## config.mk

```make
export PLATFORM = sky130hd
export DESIGN_NAME = square_wave_tone_generator_core
export DESIGN_NICKNAME = d
export VERILOG_FILES = /design/src/design/sqtg_pkg.sv /design/src/design/sqtg_datapath.sv /design/src/design/sqtg_ctrl.sv /design/src/design/square_wave_tone_generator_core.sv
export SDC_FILE = /design/constraint.sdc
export NUM_CORES = 2
export LEC_CHECK = 0
export BUFFER_PORTS_ARGS = -buffer_cell sky130_fd_sc_hd__buf_2
export CAP_MARGIN = 20
export CORE_ASPECT_RATIO = 0.8
export CORE_MARGIN = 3
export CORE_UTILIZATION = 65
export CTS_BUF_LIST = sky130_fd_sc_hd__clkbuf_16
export DETAILED_ROUTE_END_ITERATION = 12
export PLACE_DENSITY = 0.82
export SYNTH_ARGS = -nofsm -noshare
export SYNTH_HDL_FRONTEND = slang
export SYNTH_SLANG_ARGS = --single-unit
```

## constraint.sdc

```tcl
create_clock -name clk -period 17.7 [get_ports clk]
set_input_delay 3.54 -clock clk [delete_from_list [all_inputs] [get_ports clk]]
set_output_delay 3.54 -clock clk [all_outputs]
set_load 0.1 [all_outputs]
```

## src/design/sqtg_pkg.sv

```systemverilog
package sqtg_pkg;

    localparam int unsigned TIMEBASE_HZ_DEFAULT = 1000000;

    localparam int OP_W    = 2;
    localparam int PIN_W   = 8;
    localparam int FREQ_W  = 16;
    localparam int DUR_W   = 32;
    localparam int HALF_W  = 16;
    localparam int BUDGET_W = 23;

    localparam int S_DATA_W = 56;
    localparam int M_DATA_W = 16;

    localparam int DIV_W     = 32;
    localparam int DIV_STEPS = DIV_W;
    localparam int STEP_W    = $clog2(DIV_STEPS);

    localparam logic [OP_W-1:0] OP_TICK = 2'd0;
    localparam logic [OP_W-1:0] OP_PLAY = 2'd1;
    localparam logic [OP_W-1:0] OP_STOP = 2'd2;

    localparam logic [PIN_W-1:0]  NO_OWNER       = 8'hFF;

    // Division of a 32-bit value by 1000 as a multiply by ceil(2^38 / 1000) and a shift by 38.
    localparam logic [31:0] BUDGET_RECIP = 32'd274877907;
    localparam int          BUDGET_SHIFT = 38;

    typedef struct packed {
        logic apply_now;
        logic start_play;
        logic mul_load;
        logic div_load_tb;
        logic budget_load;
        logic div_step;
        logic save_half;
        logic commit;
    } cmd_t;

    typedef struct packed {
        logic play_refused;
        logic out_free;
    } status_t;

endpackage

```

## src/design/sqtg_datapath.sv

```systemverilog
module sqtg_datapath #(
    parameter int unsigned TIMEBASE_HZ = sqtg_pkg::TIMEBASE_HZ_DEFAULT
) (
    input  logic                          clk,
    input  logic                          rst_n,
    input  sqtg_pkg::cmd_t                cmd,
    output sqtg_pkg::status_t             status,
    input  logic [sqtg_pkg::OP_W-1:0]     op,
    input  logic [sqtg_pkg::S_DATA_W-1:0] in_data,
    output logic                          out_valid,
    input  logic                          out_ready,
    output logic [sqtg_pkg::M_DATA_W-1:0] out_data
);

    logic [sqtg_pkg::PIN_W-1:0]    pin_in;
    logic [sqtg_pkg::FREQ_W-1:0]   freq_in;
    logic [sqtg_pkg::DUR_W-1:0]    dur_in;

    logic [sqtg_pkg::PIN_W-1:0]    pin_reg;
    logic [sqtg_pkg::FREQ_W-1:0]   freq_reg;
    logic [sqtg_pkg::DUR_W-1:0]    dur_reg;
    logic [sqtg_pkg::DIV_W-1:0]    prod_reg;
    logic [sqtg_pkg::HALF_W-1:0]   half_tmp_reg;
    logic [sqtg_pkg::BUDGET_W-1:0] budget_reg;

    logic [sqtg_pkg::DIV_W-1:0]    div_num_reg;
    logic [sqtg_pkg::DIV_W-1:0]    div_num_next;
    logic [sqtg_pkg::FREQ_W-1:0]   div_den_reg;
    logic [sqtg_pkg::FREQ_W-1:0]   div_rem_reg;
    logic [sqtg_pkg::FREQ_W-1:0]   div_rem_next;
    logic [sqtg_pkg::FREQ_W:0]     rem_shift;
    logic                          rem_ge;

    logic [47:0]                   mul_full;
    logic [63:0]                   budget_full;

    logic [sqtg_pkg::PIN_W-1:0]    owner_reg, owner_next;
    logic [sqtg_pkg::HALF_W-1:0]   half_period_reg, half_period_next;
    logic [sqtg_pkg::HALF_W-1:0]   tick_count_reg, tick_count_next;
    logic [sqtg_pkg::BUDGET_W-1:0] toggles_left_reg, toggles_left_next;
    logic                          endless_reg, endless_next;
    logic                          enabled_reg, enabled_next;
    logic                          level_reg, level_next;
    logic                          refused_next;

    logic [sqtg_pkg::HALF_W-1:0]   limit;
    logic [sqtg_pkg::HALF_W-1:0]   tick_inc;

    logic                          out_valid_reg;
    logic [sqtg_pkg::M_DATA_W-1:0] out_data_reg;
    logic                          out_load;

    assign pin_in  = in_data[7:0];
    assign freq_in = in_data[23:8];
    assign dur_in  = in_data[55:24];

    assign status.play_refused = (owner_reg != pin_in) && (owner_reg != sqtg_pkg::NO_OWNER);
    assign status.out_free     = !out_valid_reg || out_ready;

    assign mul_full    = 48'(freq_reg) * 48'(dur_reg);
    assign budget_full = 64'(prod_reg) * 64'(sqtg_pkg::BUDGET_RECIP);

    assign rem_shift    = {div_rem_reg, div_num_reg[sqtg_pkg::DIV_W-1]};
    assign rem_ge       = rem_shift >= {1'b0, div_den_reg};
    assign div_rem_next = rem_ge ? 16'(rem_shift - {1'b0, div_den_reg}) : rem_shift[15:0];
    assign div_num_next = {div_num_reg[sqtg_pkg::DIV_W-2:0], rem_ge};

    always_ff @(posedge clk)
    begin
        if (cmd.start_play)
        begin
            pin_reg  <= pin_in;
            freq_reg <= freq_in;
            dur_reg  <= dur_in;
        end
        if (cmd.mul_load)
        begin
            prod_reg <= {mul_full[30:0], 1'b0};
        end
        if (cmd.div_load_tb)
        begin
            div_num_reg <= sqtg_pkg::DIV_W'(TIMEBASE_HZ);
            div_den_reg <= freq_reg;
            div_rem_reg <= '0;
        end
        else if (cmd.div_step)
        begin
            div_num_reg <= div_num_next;
            div_rem_reg <= div_rem_next;
        end
        if (cmd.save_half)
        begin
            half_tmp_reg <= (freq_reg == '0) ? 16'hFFFF : div_num_reg[16:1];
        end
        if (cmd.budget_load)
        begin
            budget_reg <= budget_full[sqtg_pkg::BUDGET_SHIFT +: sqtg_pkg::BUDGET_W];
        end
        if (out_load)
        begin
            out_data_reg <= {5'b0, refused_next, enabled_next, owner_next, level_next};
        end
    end

    assign limit    = (half_period_reg == '0) ? 16'd1 : half_period_reg;
    assign tick_inc = 16'(tick_count_reg + 16'd1);

    always_comb
    begin
        owner_next        = owner_reg;
        half_period_next  = half_period_reg;
        tick_count_next   = tick_count_reg;
        toggles_left_next = toggles_left_reg;
        endless_next      = endless_reg;
        enabled_next      = enabled_reg;
        level_next        = level_reg;
        refused_next      = 1'b0;
        if (cmd.apply_now)
        begin
            case (op)
                sqtg_pkg::OP_TICK:
                begin
                    if (enabled_reg)
                    begin
                        if (tick_inc >= limit)
                        begin
                            tick_count_next = '0;
                            if (endless_reg || (toggles_left_reg != '0))
                            begin
                                level_next = !level_reg;
                                if (!endless_reg)
                                begin
                                    toggles_left_next = toggles_left_reg - 23'd1;
                                end
                            end
                            else
                            begin
                                enabled_next = 1'b0;
                                level_next   = 1'b0;
                            end
                        end
                        else
                        begin
                            tick_count_next = tick_inc;
                        end
                    end
                end
                sqtg_pkg::OP_PLAY:
                begin
                    refused_next = 1'b1;
                end
                sqtg_pkg::OP_STOP:
                begin
                    if (owner_reg == pin_in)
                    begin
                        owner_next   = sqtg_pkg::NO_OWNER;
                        enabled_next = 1'b0;
                        level_next   = 1'b0;
                    end
                end
                default:
                begin
                end
            endcase
        end
        else if (cmd.commit)
        begin
            owner_next        = pin_reg;
            half_period_next  = half_tmp_reg;
            toggles_left_next = budget_reg;
            endless_next      = (dur_reg == '0);
            tick_count_next   = '0;
            enabled_next      = 1'b1;
        end
    end

    assign out_load = cmd.apply_now || cmd.commit;

    always_ff @(posedge clk or negedge rst_n)
    begin
        if (!rst_n)
        begin
            owner_reg        <= sqtg_pkg::NO_OWNER;
            half_period_reg  <= '0;
            tick_count_reg   <= '0;
            toggles_left_reg <= '0;
            endless_reg      <= 1'b0;
            enabled_reg      <= 1'b0;
            level_reg        <= 1'b0;
            out_valid_reg    <= 1'b0;
        end
        else
        begin
            owner_reg        <= owner_next;
            half_period_reg  <= half_period_next;
            tick_count_reg   <= tick_count_next;
            toggles_left_reg <= toggles_left_next;
            endless_reg      <= endless_next;
            enabled_reg      <= enabled_next;
            level_reg        <= level_next;
            if (out_load)
            begin
                out_valid_reg <= 1'b1;
            end
            else if (out_ready)
            begin
                out_valid_reg <= 1'b0;
            end
        end
    end

    assign out_valid = out_valid_reg;
    assign out_data  = out_data_reg;

endmodule

```

## src/design/sqtg_ctrl.sv

```systemverilog
module sqtg_ctrl (
    input  logic                      clk,
    input  logic                      rst_n,
    input  logic                      in_valid,
    output logic                      in_ready,
    input  logic [sqtg_pkg::OP_W-1:0] op,
    input  sqtg_pkg::status_t         status,
    output sqtg_pkg::cmd_t            cmd
);

    localparam logic [2:0] ST_IDLE   = 3'd0;
    localparam logic [2:0] ST_MUL    = 3'd1;
    localparam logic [2:0] ST_DIV1   = 3'd2;
    localparam logic [2:0] ST_LOAD2  = 3'd3;
    localparam logic [2:0] ST_COMMIT = 3'd4;

    logic [2:0]                    state_reg, state_next;
    logic [sqtg_pkg::STEP_W-1:0]   step_reg, step_next;
    logic                          last_step;
    logic                          accept;

    assign in_ready  = (state_reg == ST_IDLE) && status.out_free;
    assign accept    = in_valid && in_ready;
    assign last_step = (step_reg == sqtg_pkg::STEP_W'(sqtg_pkg::DIV_STEPS - 1));

    always_comb
    begin
        state_next = state_reg;
        step_next  = step_reg;
        cmd        = '0;
        case (state_reg)
            ST_IDLE:
            begin
                if (accept)
                begin
                    if ((op == sqtg_pkg::OP_PLAY) && !status.play_refused)
                    begin
                        cmd.start_play = 1'b1;
                        state_next     = ST_MUL;
                    end
                    else
                    begin
                        cmd.apply_now = 1'b1;
                    end
                end
            end
            ST_MUL:
            begin
                cmd.mul_load    = 1'b1;
                cmd.div_load_tb = 1'b1;
                step_next       = '0;
                state_next      = ST_DIV1;
            end
            ST_DIV1:
            begin
                cmd.div_step = 1'b1;
                step_next    = step_reg + 1'b1;
                if (last_step)
                begin
                    state_next = ST_LOAD2;
                end
            end
            ST_LOAD2:
            begin
                cmd.save_half   = 1'b1;
                cmd.budget_load = 1'b1;
                state_next      = ST_COMMIT;
            end
            ST_COMMIT:
            begin
                if (status.out_free)
                begin
                    cmd.commit = 1'b1;
                    state_next = ST_IDLE;
                end
            end
            default:
            begin
                state_next = ST_IDLE;
            end
        endcase
    end

    always_ff @(posedge clk or negedge rst_n)
    begin
        if (!rst_n)
        begin
            state_reg <= ST_IDLE;
            step_reg  <= '0;
        end
        else
        begin
            state_reg <= state_next;
            step_reg  <= step_next;
        end
    end

endmodule

```

## src/design/square_wave_tone_generator_core.sv

```systemverilog
// Tick, stop, unused and refused play transactions: result in the cycle after acceptance,
// one transaction per cycle while the result side keeps up.
// An accepted play blocks further transactions until its result: a product is registered, a
// one-bit-per-cycle divider runs 32 steps for the half period, one reciprocal multiply
// gives the budget, and the commit waits while the result side stalls.
// Reset is asynchronous and active low: generator free, pin low, all counters zero.
module square_wave_tone_generator_core #(
    parameter int unsigned TIMEBASE_HZ = sqtg_pkg::TIMEBASE_HZ_DEFAULT
) (
    input  logic                          clk,
    input  logic                          rst_n,
    input  logic                          s_tvalid,
    output logic                          s_tready,
    // pin_number[7:0], frequency_hz[23:8], duration_ms[55:24]
    input  logic [sqtg_pkg::S_DATA_W-1:0] s_tdata,
    // op[1:0]
    input  logic [sqtg_pkg::OP_W-1:0]     s_tuser,
    output logic                          m_tvalid,
    input  logic                          m_tready,
    // pin_level[0], owner_pin[8:1], running[9], refused[10], zero[15:11]
    output logic [sqtg_pkg::M_DATA_W-1:0] m_tdata
);

    sqtg_pkg::cmd_t    cmd;
    sqtg_pkg::status_t status;

    sqtg_ctrl u_ctrl (
        .clk      (clk),
        .rst_n    (rst_n),
        .in_valid (s_tvalid),
        .in_ready (s_tready),
        .op       (s_tuser),
        .status   (status),
        .cmd      (cmd)
    );

    sqtg_datapath #(
        .TIMEBASE_HZ (TIMEBASE_HZ)
    ) u_datapath (
        .clk       (clk),
        .rst_n     (rst_n),
        .cmd       (cmd),
        .status    (status),
        .op        (s_tuser),
        .in_data   (s_tdata),
        .out_valid (m_tvalid),
        .out_ready (m_tready),
        .out_data  (m_tdata)
    );

endmodule
```

==> results by group <==
Outcome
  • Outcome: complete, no violations

Place
  • GPL Wtd Cong: 0.940
  • Worst slack, placed: 9770 ps
  • DP Cell Count: 4,393
  • Hpwl dp: 64,400 µm
  • IO buf count: 74

Setup path
  • Reg-to-Reg Start: u_datapath.prod_reg[9]
  • Setup crit start kind: primary input
  • CP Cell Sequence: buf_2 -> nor2b_1 -> nor4_2 -> buf_2
  • Most Frequent Cell on Critical Path: buf_2
  • R2R setup slack: 10,180 ps
  • CP Class: in -> out
  • Crit path max-delay cell type: buf_2
  • Critical path required time: 14,160 ps
  • R2R Path End: u_datapath.budget_reg[21]
  • CP max stage delay: 490 ps
  • CP delay by family, top: buffers and inverters
  • WP buf/inv: 2
  • R2r worst-path depth: 24
  • CP Max Fanout: 5
  • CP endpoint kind: primary output
  • Worst path arrival time: 4400 ps

Routing
  • DRC viols: 0
  • DR pass1 iterations: 5
  • Routed wire length per instance: 18.7 µm
  • Antenna violation net count after detailed routing: 0
  • Routed vias: 25,237
  • Drt via density: 5.68
  • Iter 0 DRT Violations: 2,258
  • Final WL: 82,900 µm

Yosys
  • Main flop type after synthesis: edfxtp_1
  • FF+latch count, synth: 276
  • Avg Inst Size Synth: 9.99 µm²
  • Post-synth EDFFs: 153
  • Most area-consuming cells after synthesis: fa_1 32%, ha_1 16%, edfxtp_1 13%
  • Top cell type by total area after synthesis: fa_1
  • Synth top area share: 0.317
  • Library cells used by synthesis: 82
  • Synth top cells by count: 878 x inv_1, 578 x fa_1, 480 x ha_1, 336 x nand2_1, 169 x and2_1
  • Cell count after synthesis: 3,653
  • Seq/Total Area, Yosys: 0.204
  • Post-Syn Area: 36,500 µm²
  • Cell with the most instances after synthesis: inv_1
  • Synth Warn #: 0
  • FFs w/ async S/R, synth: 0.272

Cells and area
  • Fin util: 0.695
  • # fillers: 4,007
  • Register area: 7440 µm²
  • Area Overhead vs Synth: 5.50%
  • Diode count: 0
  • NumNets Final: 4,793
  • Non-Filler Instances: 4,445
  • Ratio of cells with drive above 1 in the final layout: 0.0468
  • Area of the multi-input gates: 25,400 µm²

STA
  • Minimum clock period: 7940 ps
  • Setup TNS: 0 ps
  • Worst slew margin: 0.288
  • Hold Vio Cnt, Final: 0
  • Measured slew at the worst slew-check pin: 1060 ps
  • Fmax: 126 MHz
  • Post-Route Skew: 19.3 ps
  • Final period util: 0.449
  • Post-route setup slack: 9760 ps
  • Final setup fails: 0
  • Unrepaired setup endpoints after global routing: no
  • Fin. max-slew vios: 0

Global routing
  • Largest net degree at the start of global routing: 76
  • Initial antenna violation count: 0
  • GR Util met2: 0.463
  • GR Layer Usage met3: 0.0496
  • Vias in the first global route: 26,748
  • First-pass GRT wire length: 138,000 µm
  • GRT busiest layer: met2
  • GRT Util Overall: 0.292
  • M1 GR Usage: 0.423
  • Global route total overflow: 0

Power and ir drop
  • Power Dens Cells: 37.4 nW/µm²
  • Sequential power share: 0.494
  • Clock share of power: 0.416
  • Gate power share: 0.089
  • Leakage: 19.3 nW
  • Switching part of the total: 0.250
  • Max IR drop VDD: 0.0000789 V
  • Net Sw Power: 0.360 mW
  • Cell Int Power: 1.08 mW
  • Tot Pwr: 1.44 mW

Clock tree
  • CTS resizes: 0
  • CTS max path bufs: 3
  • Clock slew at reported path FFs: 60 ps
  • Cts bufs inserted: 28
  • CTS Sinks: 276
  • TritonCTS clock tree: yes
  • Latest clock arrival within the worst-skew pair: 570 ps
  • Setup Buffers After CTS: 0
  • Hold Buf Count CTS: 0
  • CTS Root Cell: clkbuf_16
  • H-Tree Depth: 1

Min path
  • Hold path depth: 2
  • WHS Endpoint: u_datapath.half_period_reg[8]
  • Min-delay src: u_datapath.half_tmp_reg[8]
  • Worst hold path type: reg -> reg

Floorplanning
  • Die height: 218 µm
  • I/O pins: 80
  • Starting density of the core: 0.659
  • Rows: 77
  • Die ar.: 59,000 µm²
  • Die Wd: 271 µm
  • Core Region: 55,400 µm²

Flow run
  • Max cap viols: 0
[worst max-delay path by stage]
| stage | startpoint | to | slack [ps] | cells after the start |
|---|---|---|---|---|
| 5_1_grt | m_tready | s_tready | 9680 | 4 |
| 2_1_floorplan | m_tready | s_tready | 8880 | 2 |
| 4_1_cts | m_tready | s_tready | 9760 | 4 |
| 3_5_place_dp | m_tready | s_tready | 9770 | 4 |
| 6_report | m_tready | s_tready | 9760 | 4 |
| 3_3_place_gp | m_tready | s_tready | 9800 | 4 |
[per-stage QoR]
step                      hold WS, ps  area (µm²)
final                             454       38500
after CTS                         457       38500
after floorplan                   415       36500
after global routing              480       38500
after detailed placement          441       37500
after global placement            434       37500
[cells by family (layout without fill, tap and decap cells)]
family                     Yosys count  count (layout)  synth area share
adders and majority gates         1058            1058             0.482
muxes                               12              12           0.00333
buffers and inverters              986            1024             0.102
AOI/OAI and AO/OA                  422             422            0.0763
DFF                                276             276             0.204
and+or+nand+nor                    792             792             0.107
other                                1               5          0.000103
xor gates and xnor gates           106             106            0.0254
[power groups by stage]
stage | Clock (mW) | Combinational (mW) | Sequential, mW
after floorplan | 0 | 0.0815 | 0.737
after global placement | 0 | 0.124 | 0.723
after detailed placement | 0 | 0.128 | 0.723
after CTS | 0.609 | 0.128 | 0.711
after global routing | 0.632 | 0.143 | 0.713
final | 0.599 | 0.129 | 0.711
[layout by cell type, fill, tap and decap left out, drive strengths merged, types with 62 or more instances in the layout]
| cell | instances |
|---|---|
| a21oi | 115 |
| and2 | 169 |
| buf | 93 |
| dfrtp | 67 |
| edfxtp | 153 |
| fa | 578 |
| ha | 480 |
| inv | 891 |
| nand2 | 336 |
| nor2 | 62 |
| o21ai | 96 |
| xnor2 | 70 |
[per-layer routing]
metal  vias to the layer above  share of wire  wire length (µm)
met5                         -              0                 0
met1                     12426           0.44             36200
met3                       169          0.087              7200
met4                         0          0.026              2130
met2                      1080           0.45             37400
li1                      11562              -                 -
[area by class of cell]
type	instances	share of cell area
tap	750	0.0244
clock buffer	29	0.0189
clock inverter	23	0.00559
timing repair buffer	93	0.0134
multi-input combinational	2395	0.659
sequential	276	0.193
inverter	879	0.0857
[worst register-to-register path: cells and delay by family, from the launching register on]
| family | cells | cell delay (ps) |
|---|---|---|
| buffers and inverters | 6 | 320 |
| AND/OR/NAND/NOR | 1 | 100 |
| multiplexers | 1 | 230 |
| AO/OA/AOI/OAI | 7 | 1740 |
| flip-flops | 1 | 790 |
| adder cells (fa/ha/maj) | 9 | 4100 |
(Power assumes the default switching activity.)
